## config.mk

```make
export PLATFORM = sky130hd
export DESIGN_NAME = poly_multiply_fft
export DESIGN_NICKNAME = d
export VERILOG_FILES = /design/src/pmf_pkg.sv /design/src/pmf_front.sv /design/src/pmf_back.sv /design/src/poly_multiply_fft.sv
export SDC_FILE = /design/constraint.sdc
export NUM_CORES = 2
export LEC_CHECK = 0
export ABC_AREA = 0
export BUFFER_PORTS_ARGS = -buffer_cell sky130_fd_sc_hd__buf_2
export CORE_UTILIZATION = 55
export DETAILED_ROUTE_END_ITERATION = 12
export PLACE_DENSITY = 0.71
export SLEW_MARGIN = 20
export SYNTH_ARGS = -nofsm -noshare
export SYNTH_HDL_FRONTEND = slang
export SYNTH_SLANG_ARGS = --single-unit
```

## constraint.sdc

```tcl
create_clock -name clk -period 7.65 [get_ports clk]
set_input_delay 0.765 -clock clk [delete_from_list [all_inputs] [get_ports clk]]
set_output_delay 0.765 -clock clk [all_outputs]
set_load 0.01 [all_outputs]
```

## src/pmf_pkg.sv

```systemverilog
// Package for the polynomial multiplier: types, widths and opcodes.
package pmf_pkg;

    localparam int MAX_TERMS_DEF = 32;
    localparam int COEF_BITS_DEF = 16;
    localparam int COEF_FIELD_W  = 16;
    localparam int PROD_W        = 37;
    localparam int DEG_W         = 6;
    localparam int WORK_DEPTH    = 64;

    typedef enum logic [1:0] {
        OP_LOAD_A  = 2'd0,
        OP_LOAD_B  = 2'd1,
        OP_COMPUTE = 2'd2,
        OP_NONE    = 2'd3
    } op_t;

    // One classified item handed from front to back
    typedef struct packed {
        op_t                              op;
        logic signed [COEF_FIELD_W-1:0]   coef;
    } cmd_t;

    typedef enum logic [2:0] {
        S_IDLE,
        S_BOUND,
        S_RD,
        S_MUL,
        S_ACC,
        S_STORE,
        S_EMIT_RD,
        S_EMIT_OUT
    } state_t;

endpackage

```

## src/pmf_front.sv

```systemverilog
// Front part: accepts items, drops unused opcodes, queues them for the back part.
module pmf_front import pmf_pkg::*; #(
    parameter int COEF_BITS = COEF_BITS_DEF
) (
    input  logic                           clk,
    input  logic                           rst_n,
    input  logic                           push,
    output logic                           full,
    input  logic [1:0]                     opcode,
    input  logic signed [COEF_FIELD_W-1:0] coef_value,
    output logic                           cmd_valid,
    output cmd_t                           cmd,
    input  logic                           cmd_ready
);

    cmd_t       q_reg [2];
    logic       wr_ptr_reg, wr_ptr_next;
    logic       rd_ptr_reg, rd_ptr_next;
    logic [1:0] cnt_reg, cnt_next;
    logic       do_push, do_pop;
    cmd_t       in_cmd;

    // Classify: sign-extend the used coefficient bits; opcode three is dropped at push
    always_comb
    begin
        in_cmd.op   = op_t'(opcode);
        in_cmd.coef = COEF_FIELD_W'({{(COEF_FIELD_W-COEF_BITS+1){coef_value[COEF_BITS-1]}},
                                     coef_value[COEF_BITS-2:0]});
    end

    assign full      = (cnt_reg == 2'd2);
    assign do_push   = push && !full && (in_cmd.op != OP_NONE);
    assign cmd_valid = (cnt_reg != 2'd0);
    assign cmd       = q_reg[rd_ptr_reg];
    assign do_pop    = cmd_valid && cmd_ready;

    // Advance pointers and count
    always_comb
    begin
        wr_ptr_next = wr_ptr_reg ^ do_push;
        rd_ptr_next = rd_ptr_reg ^ do_pop;
        cnt_next    = cnt_reg + {1'b0, do_push} - {1'b0, do_pop};
    end

    always_ff @(posedge clk or negedge rst_n)
    begin
        if (!rst_n)
        begin
            wr_ptr_reg <= 1'b0;
            rd_ptr_reg <= 1'b0;
            cnt_reg    <= 2'd0;
        end
        else
        begin
            wr_ptr_reg <= wr_ptr_next;
            rd_ptr_reg <= rd_ptr_next;
            cnt_reg    <= cnt_next;
        end
    end

    // Hold queued items
    always_ff @(posedge clk)
    begin
        if (do_push)
            q_reg[wr_ptr_reg] <= in_cmd;
    end

endmodule

```

## src/pmf_back.sv

```systemverilog
// Back part: coefficient stores, multiply-accumulate convolution and result output.
module pmf_back import pmf_pkg::*; #(
    parameter int MAX_TERMS = MAX_TERMS_DEF,
    parameter int COEF_BITS = COEF_BITS_DEF
) (
    input  logic                     clk,
    input  logic                     rst_n,
    input  logic                     cmd_valid,
    input  cmd_t                     cmd,
    output logic                     cmd_ready,
    output logic                     empty,
    input  logic                     pop,
    output logic signed [PROD_W-1:0] product_coef,
    output logic [DEG_W-1:0]         degree_index,
    output logic                     overflow,
    output logic                     last
);

    localparam int AW = (MAX_TERMS > 1) ? $clog2(MAX_TERMS) : 1;
    localparam int CW = $clog2(MAX_TERMS + 1);
    localparam int PW = 2 * COEF_BITS;

    logic signed [COEF_BITS-1:0] a_mem [MAX_TERMS];
    logic signed [COEF_BITS-1:0] b_mem [MAX_TERMS];
    logic signed [PROD_W-1:0]    w_mem [WORK_DEPTH];

    state_t state_reg, state_next;
    logic [CW-1:0]    ca_reg, ca_next, cb_reg, cb_next;
    logic             ovf_reg, ovf_next;
    logic [DEG_W-1:0] k_reg, k_next, top_reg, top_next, e_reg, e_next;
    logic             any_reg, any_next;
    logic [AW-1:0]    i_reg, i_next, hi_reg, hi_next;
    logic signed [PROD_W-1:0] acc_reg, acc_next;
    logic signed [PW-1:0]     prod_reg;
    logic signed [COEF_BITS-1:0] a_rd_reg, b_rd_reg;
    logic signed [PROD_W-1:0]    w_rd_reg;
    logic             out_valid_reg, out_valid_next;
    logic signed [PROD_W-1:0] out_coef_reg;
    logic [DEG_W-1:0] out_deg_reg;
    logic             out_ovf_reg, out_last_reg;
    logic             out_load, out_last_next;
    logic             wr_a, wr_b, wr_w;
    logic [AW-1:0]    b_addr;
    logic [DEG_W:0]   k_end, lo_full, hi_full;
    logic [AW-1:0]    lo;
    logic [DEG_W-1:0] n_last;

    assign b_addr  = AW'(k_reg - DEG_W'(i_reg));
    assign k_end   = (DEG_W+1)'(ca_reg) + (DEG_W+1)'(cb_reg) - (DEG_W+1)'(2);
    assign lo_full = ({1'b0, k_reg} >= (DEG_W+1)'(cb_reg))
                     ? ({1'b0, k_reg} - (DEG_W+1)'(cb_reg) + (DEG_W+1)'(1)) : '0;
    assign hi_full = ({1'b0, k_reg} < (DEG_W+1)'(ca_reg))
                     ? {1'b0, k_reg} : ((DEG_W+1)'(ca_reg) - (DEG_W+1)'(1));
    assign lo      = lo_full[AW-1:0];
    assign n_last  = any_reg ? top_reg : '0;

    // Sequence loads, the convolution sweep and the emit pass
    always_comb
    begin
        state_next     = state_reg;
        ca_next        = ca_reg;
        cb_next        = cb_reg;
        ovf_next       = ovf_reg;
        k_next         = k_reg;
        top_next       = top_reg;
        e_next         = e_reg;
        any_next       = any_reg;
        i_next         = i_reg;
        hi_next        = hi_reg;
        acc_next       = acc_reg;
        cmd_ready      = 1'b0;
        wr_a           = 1'b0;
        wr_b           = 1'b0;
        wr_w           = 1'b0;
        out_load       = 1'b0;
        out_last_next  = (e_reg == n_last);
        out_valid_next = out_valid_reg && !pop;
        unique case (state_reg)
            S_IDLE:
            begin
                if (cmd_valid)
                begin
                    unique case (cmd.op)
                        OP_LOAD_A:
                        begin
                            cmd_ready = 1'b1;
                            if (ca_reg < CW'(MAX_TERMS))
                            begin
                                wr_a    = 1'b1;
                                ca_next = ca_reg + CW'(1);
                            end
                            else
                                ovf_next = 1'b1;
                        end
                        OP_LOAD_B:
                        begin
                            cmd_ready = 1'b1;
                            if (cb_reg < CW'(MAX_TERMS))
                            begin
                                wr_b    = 1'b1;
                                cb_next = cb_reg + CW'(1);
                            end
                            else
                                ovf_next = 1'b1;
                        end
                        OP_COMPUTE:
                        begin
                            any_next = 1'b0;
                            top_next = '0;
                            k_next   = '0;
                            e_next   = '0;
                            if (ca_reg == '0 || cb_reg == '0)
                                state_next = S_EMIT_RD;
                            else
                                state_next = S_BOUND;
                        end
                        default:
                            cmd_ready = 1'b1;
                    endcase
                end
            end
            S_BOUND:
            begin
                i_next     = lo;
                hi_next    = hi_full[AW-1:0];
                acc_next   = '0;
                state_next = S_RD;
            end
            S_RD:
                state_next = S_MUL;
            S_MUL:
                state_next = S_ACC;
            S_ACC:
            begin
                acc_next = acc_reg + PROD_W'(prod_reg);
                if (i_reg == hi_reg)
                    state_next = S_STORE;
                else
                begin
                    i_next     = i_reg + AW'(1);
                    state_next = S_RD;
                end
            end
            S_STORE:
            begin
                wr_w = 1'b1;
                if (acc_reg != '0)
                begin
                    any_next = 1'b1;
                    top_next = k_reg;
                end
                if ({1'b0, k_reg} == k_end)
                    state_next = S_EMIT_RD;
                else
                begin
                    k_next     = k_reg + DEG_W'(1);
                    state_next = S_BOUND;
                end
            end
            S_EMIT_RD:
                state_next = S_EMIT_OUT;
            S_EMIT_OUT:
            begin
                if (!out_valid_reg || pop)
                begin
                    out_load       = 1'b1;
                    out_valid_next = 1'b1;
                    if (out_last_next)
                    begin
                        cmd_ready  = 1'b1;
                        ca_next    = '0;
                        cb_next    = '0;
                        ovf_next   = 1'b0;
                        state_next = S_IDLE;
                    end
                    else
                    begin
                        e_next     = e_reg + DEG_W'(1);
                        state_next = S_EMIT_RD;
                    end
                end
            end
            default:
                state_next = S_IDLE;
        endcase
    end

    always_ff @(posedge clk or negedge rst_n)
    begin
        if (!rst_n)
        begin
            state_reg     <= S_IDLE;
            ca_reg        <= '0;
            cb_reg        <= '0;
            ovf_reg       <= 1'b0;
            out_valid_reg <= 1'b0;
        end
        else
        begin
            state_reg     <= state_next;
            ca_reg        <= ca_next;
            cb_reg        <= cb_next;
            ovf_reg       <= ovf_next;
            out_valid_reg <= out_valid_next;
        end
    end

    // Hold datapath registers
    always_ff @(posedge clk)
    begin
        k_reg    <= k_next;
        top_reg  <= top_next;
        e_reg    <= e_next;
        any_reg  <= any_next;
        i_reg    <= i_next;
        hi_reg   <= hi_next;
        acc_reg  <= acc_next;
        prod_reg <= a_rd_reg * b_rd_reg;
        if (out_load)
        begin
            out_coef_reg <= any_reg ? w_rd_reg : '0;
            out_deg_reg  <= e_reg;
            out_ovf_reg  <= ovf_reg;
            out_last_reg <= out_last_next;
        end
    end

    // Coefficient and work memories with registered reads
    always_ff @(posedge clk)
    begin
        if (wr_a)
            a_mem[ca_reg[AW-1:0]] <= cmd.coef[COEF_BITS-1:0];
        if (wr_b)
            b_mem[cb_reg[AW-1:0]] <= cmd.coef[COEF_BITS-1:0];
        if (wr_w)
            w_mem[k_reg] <= acc_reg;
        a_rd_reg <= a_mem[i_reg];
        b_rd_reg <= b_mem[b_addr];
        w_rd_reg <= w_mem[e_reg];
    end

    assign empty        = !out_valid_reg;
    assign product_coef = out_coef_reg;
    assign degree_index = out_deg_reg;
    assign overflow     = out_ovf_reg;
    assign last         = out_last_reg;

    a_count_bound: assert property (@(posedge clk) disable iff (!rst_n)
        ca_reg <= CW'(MAX_TERMS) && cb_reg <= CW'(MAX_TERMS))
        else $error("coefficient count beyond capacity");

    a_term_range: assert property (@(posedge clk) disable iff (!rst_n)
        state_reg == S_ACC |-> i_reg <= hi_reg)
        else $error("term index past upper bound");

    a_last_idle: assert property (@(posedge clk) disable iff (!rst_n)
        (state_reg == S_EMIT_OUT && out_load && out_last_next) |=> state_reg == S_IDLE)
        else $error("emit pass did not finish after last item");

endmodule

```

## src/poly_multiply_fft.sv

```systemverilog
// Top level of the polynomial multiplier.
// A compute walks every coefficient pair through one multiply-accumulate unit,
// pair by pair and product degree by degree, then emits the product coefficients
// one at a time (held while pop stalls). The product is the exact integer
// convolution, lowest degree first.
module poly_multiply_fft import pmf_pkg::*; #(
    parameter int MAX_TERMS = MAX_TERMS_DEF,
    parameter int COEF_BITS = COEF_BITS_DEF
) (
    input  logic                           clk,
    input  logic                           rst_n,
    input  logic                           push,
    output logic                           full,
    input  logic [1:0]                     opcode,
    input  logic signed [COEF_FIELD_W-1:0] coef_value,
    output logic                           empty,
    input  logic                           pop,
    output logic signed [PROD_W-1:0]       product_coef,
    output logic [DEG_W-1:0]               degree_index,
    output logic                           overflow,
    output logic                           last
);

    logic cmd_valid, cmd_ready;
    cmd_t cmd;

    pmf_front #(.COEF_BITS(COEF_BITS)) u_front (
        .clk        (clk),
        .rst_n      (rst_n),
        .push       (push),
        .full       (full),
        .opcode     (opcode),
        .coef_value (coef_value),
        .cmd_valid  (cmd_valid),
        .cmd        (cmd),
        .cmd_ready  (cmd_ready)
    );

    pmf_back #(.MAX_TERMS(MAX_TERMS), .COEF_BITS(COEF_BITS)) u_back (
        .clk          (clk),
        .rst_n        (rst_n),
        .cmd_valid    (cmd_valid),
        .cmd          (cmd),
        .cmd_ready    (cmd_ready),
        .empty        (empty),
        .pop          (pop),
        .product_coef (product_coef),
        .degree_index (degree_index),
        .overflow     (overflow),
        .last         (last)
    );

endmodule

```

==> impl_metrics.tcl <==
set metrics [dict create \
    cts_buffer_depth 4 \
    die_y_um 524 \
    cts_sinks 3661 \
    area_delta_synth_final_pct 12.0 \
    route.detailed.drc 0 \
    timing.rr.start "u_back.a_rd_reg[11]$_DFF_P_" \
    cp_common_cell "fa_1" \
    core_area_mm2 0.271 \
    crit_type "reg -> reg" \
    grt_max_degree 137 \
    yosys_warnings 0 \
    vias_per_cell 6.33 \
    cp-start-kind "register" \
    cts_inserted_buffers 365 \
    antenna_found_initial 18 \
    drtIter0Drc 8238 \
    postSynthAreaPerCell_um2 21.5 \
    crit_chain "nand2_1 -> fa_1 -> fa_1 -> fa_1 -> inv_1 -> fa_1 -> fa_1 -> inv_1 -> fa_1 -> inv_1 -> ha_1 -> a21oi_1 -> a21oi_1 -> a2111oi_0 -> o21bai_1 -> a221o_1 -> a2111oi_0 -> or3b_1 -> or2_1 -> a21oi_1 -> xnor2_1" \
    crit_required_ps 8380 \
    slowest_stage "dfxtp_1" \
    cts_tree "yes" \
    rsz0062_at_grt "no" \
    hold_path_depth 1 \
    routed_wl_um 350000 \
    fin_tns_setup_ps 0 \
    timing.final.ws_setup_ps 703 \
    startpoint "u_back.a_rd_reg[11]$_DFF_P_" \
    synth.distinct_cells 74 \
    cts_max_level 5 \
    pre_cts_slack_ps 700 \
    gp_congestion 0.837 \
    die_w_um 524 \
    syn_inst 6991 \
    seq_area_frac_synth_pct 72.5 \
    status "finished, final reports clean" \
    rr_worst_depth 21 \
    overflow 0 \
    rows 191 \
    maxSlewHeadroom_pct 23.7 \
    cp_top_family "adder cells" \
    worst-path-stages 21 \
    insertion_delay_ps 940 \
    grt_usage_pct 25.8 \
    ff2ff_setup_slack_ps 700 \
    hold_class "in -> reg" \
    fin_skew_ps 77.5 \
    path_buf_inv 3 \
    portBuffers 68 \
    arrival_ps 7680 \
    postCtsSetupRepairBufs 0 \
    worstMarginPinSlew_ps 1140 \
    drt_first_pass_iters 6 \
    grt_pass1_vias 73500 \
    dpl_cell_area_mm2 0.156 \
    final_util_pct 62.0 \
    netlist_area_mm2 0.150 \
    clk_pin_slew_worst_paths_ps 60 \
    largest_reg_flops 2368 \
    hold_violations 0 \
    detail-route-antenna-nets 0 \
    dpl.hpwl_um 195000 \
    r2r-end "u_back.prod_reg[31]$_DFF_P_" \
    max_freq_mhz 144 \
    post-route-period-util_pct 90.8 \
    end_kind "register" \
    wl_per_cell_um 31.1 \
    clock-root-buffer "clkbuf_16" \
    top_register "u_back.w_mem" \
    setup_viol 0 \
    path_max_fanout 16 \
    nFillCells 18300 \
    synth_edf_count 3539 \
    ios 69 \
    min_from "coef_value[6]" \
    maxCapViolCount 0 \
    synth-main-ff-cell "edfxtp_1" \
    holdPathEnd "u_front.q_reg[1][6]$_DFFE_PP_" \
    ys_ff_latch 3661 \
    async_reset_ff_share_pct 0.574 \
    vias 71500 \
    min_period_ps 6950 \
    slew_violations 0 \
    fin_area_mm2 0.168 \
    grt_pass1_wl_um 508000 \
    nets 7807 \
    start_util_pct 55.4 \
    syn_nets 7444 \
    die_area_mm2 0.275 \
    cpPeakStageDelay_ps 800 \
    drive_gt1_share_pct 26.8 \
]
how the worst max path moves through the flow:
stage	end	slack (ps)
2_1_floorplan	u_back.prod_reg[30]$_DFF_P_	1510
3_3_place_gp	u_back.prod_reg[31]$_DFF_P_	860
3_5_place_dp	u_back.prod_reg[31]$_DFF_P_	700
4_1_cts	u_back.prod_reg[31]$_DFF_P_	690
5_1_grt	u_back.prod_reg[31]$_DFF_P_	380
6_report	u_back.prod_reg[31]$_DFF_P_	700
metrics by stage:
| stage | instances | hold WS, ps |
|---|---|---|
| 2_1_floorplan | 6991 | 424 |
| 3_3_place_gp | 10600 | 439 |
| 3_5_place_dp | 10600 | 450 |
| 4_1_cts | 11200 | 12.0 |
| 5_1_grt | 11300 | 43.7 |
| 6_report | 11300 | 72.0 |
final cells by class:
| type | count | area, um2 | share of cell area [%] |
|---|---|---|---|
| Clock inverter | 199 | 2020 | 1.20 |
| Timing Repair Buffer | 304 | 2300 | 1.37 |
| Clock buffer | 467 | 9700 | 5.77 |
| Multi-Input combinational cell | 2664 | 39200 | 23.3 |
| Tap cell | 3570 | 4470 | 2.66 |
| Inverter | 358 | 1340 | 0.800 |
| Antenna cell | 60 | 150 | 0.0894 |
| Sequential cell | 3661 | 109000 | 64.8 |
synthesized netlist by cell type (all sizes together), types with 8 or more instances:
master  instances  area [um2]
and2          166        1040
o21ai          37         189
nor2          243         912
mux2           48         541
xnor2          87         762
inv           355        1330
nand3          32         160
edfxtp       3539      106000
nor4           10        62.6
o22ai           9        56.3
a21oi          70         350
nand2         208         781
nor2b          17         106
dfxtp         101        2020
nor3           23         115
nand4           9        56.3
xor2           28         245
ha            164        2050
a31oi          14         109
a21o           34         255
fa            267        5350
a211oi          8        60.1
buf            87         368
mux4         1097       24700
nand2b         19         119
clkbuf        221         840
dfrtp          21         526
logic make-up (layout without fill, tap and decap cells):
group / after synthesis / count (layout) / synth area share (%)
AOI/OAI and AO/OA: 219 / 219 / 0.962
xor gates and xnor gates: 115 / 115 / 0.671
adders and majority gates: 431 / 431 / 4.93
buffers and inverters: 666 / 1328 / 1.70
DFF: 3661 / 3661 / 72.5
muxes: 1148 / 1148 / 16.8
other: 0 / 60 / 0
and+or+nand+nor: 751 / 751 / 2.36
worst register-to-register path, cell delays in order, from the launching register on:
cell	delay, ps
dfxtp_1	800
nand2_1	180
fa_1	550
fa_1	510
fa_1	530
inv_1	60
fa_1	440
fa_1	520
inv_1	50
fa_1	470
inv_1	40
ha_1	330
a21oi_1	230
a21oi_1	110
a2111oi_0	440
o21bai_1	180
a221o_1	370
a2111oi_0	470
or3b_1	190
or2_1	120
a21oi_1	80
xnor2_1	150
routing by layer:
layer	vias to the layer above	global-route usage, %	wire, um
met1	38400	36.2	136000
met3	564	4.47	30800
met5	-	0	13
li1	29100	-	-
met4	2	7.92	10600
met2	3447	41.8	173000
what timing repair did:
item / in CTS / in global routing
hold endpoints to repair: 21 / 0
resized for setup: 0 / 0
hold buffers: 1 / 0
layout by cell type (no fill, tap or decap), types with 8 or more instances in the layout:
| cell type | count |
|---|---|
| edfxtp_1 | 3539 |
| mux4_2 | 1097 |
| clkbuf_16 | 368 |
| inv_1 | 354 |
| fa_1 | 266 |
| buf_4 | 220 |
| nand2_1 | 208 |
| nor2_1 | 177 |
| and2_1 | 165 |
| ha_1 | 163 |
| dfxtp_1 | 101 |
| clkbuf_1 | 87 |
| xnor2_1 | 84 |
| clkinv_1 | 79 |
| a21oi_1 | 70 |
| buf_2 | 68 |
| diode_2 | 60 |
| nor2_4 | 59 |
| clkinv_2 | 59 |
| mux2_2 | 48 |
| o21ai_0 | 35 |
| a21o_1 | 34 |
| nand3_1 | 32 |
| bufinv_16 | 29 |
| xor2_1 | 28 |
| dfrtp_1 | 20 |
| nand2b_1 | 19 |
| nor3_1 | 18 |
| nor2b_1 | 17 |
| buf_12 | 15 |
| a31oi_1 | 12 |
| clkbuf_8 | 12 |
| o22ai_1 | 9 |
| nand4_1 | 9 |
| nor4_1 | 9 |
| a211oi_1 | 8 |
| clkinv_8 | 8 |
Power is not shown: default switching activity piles up to over one toggle a cycle in this logic, so the estimate is an artifact.
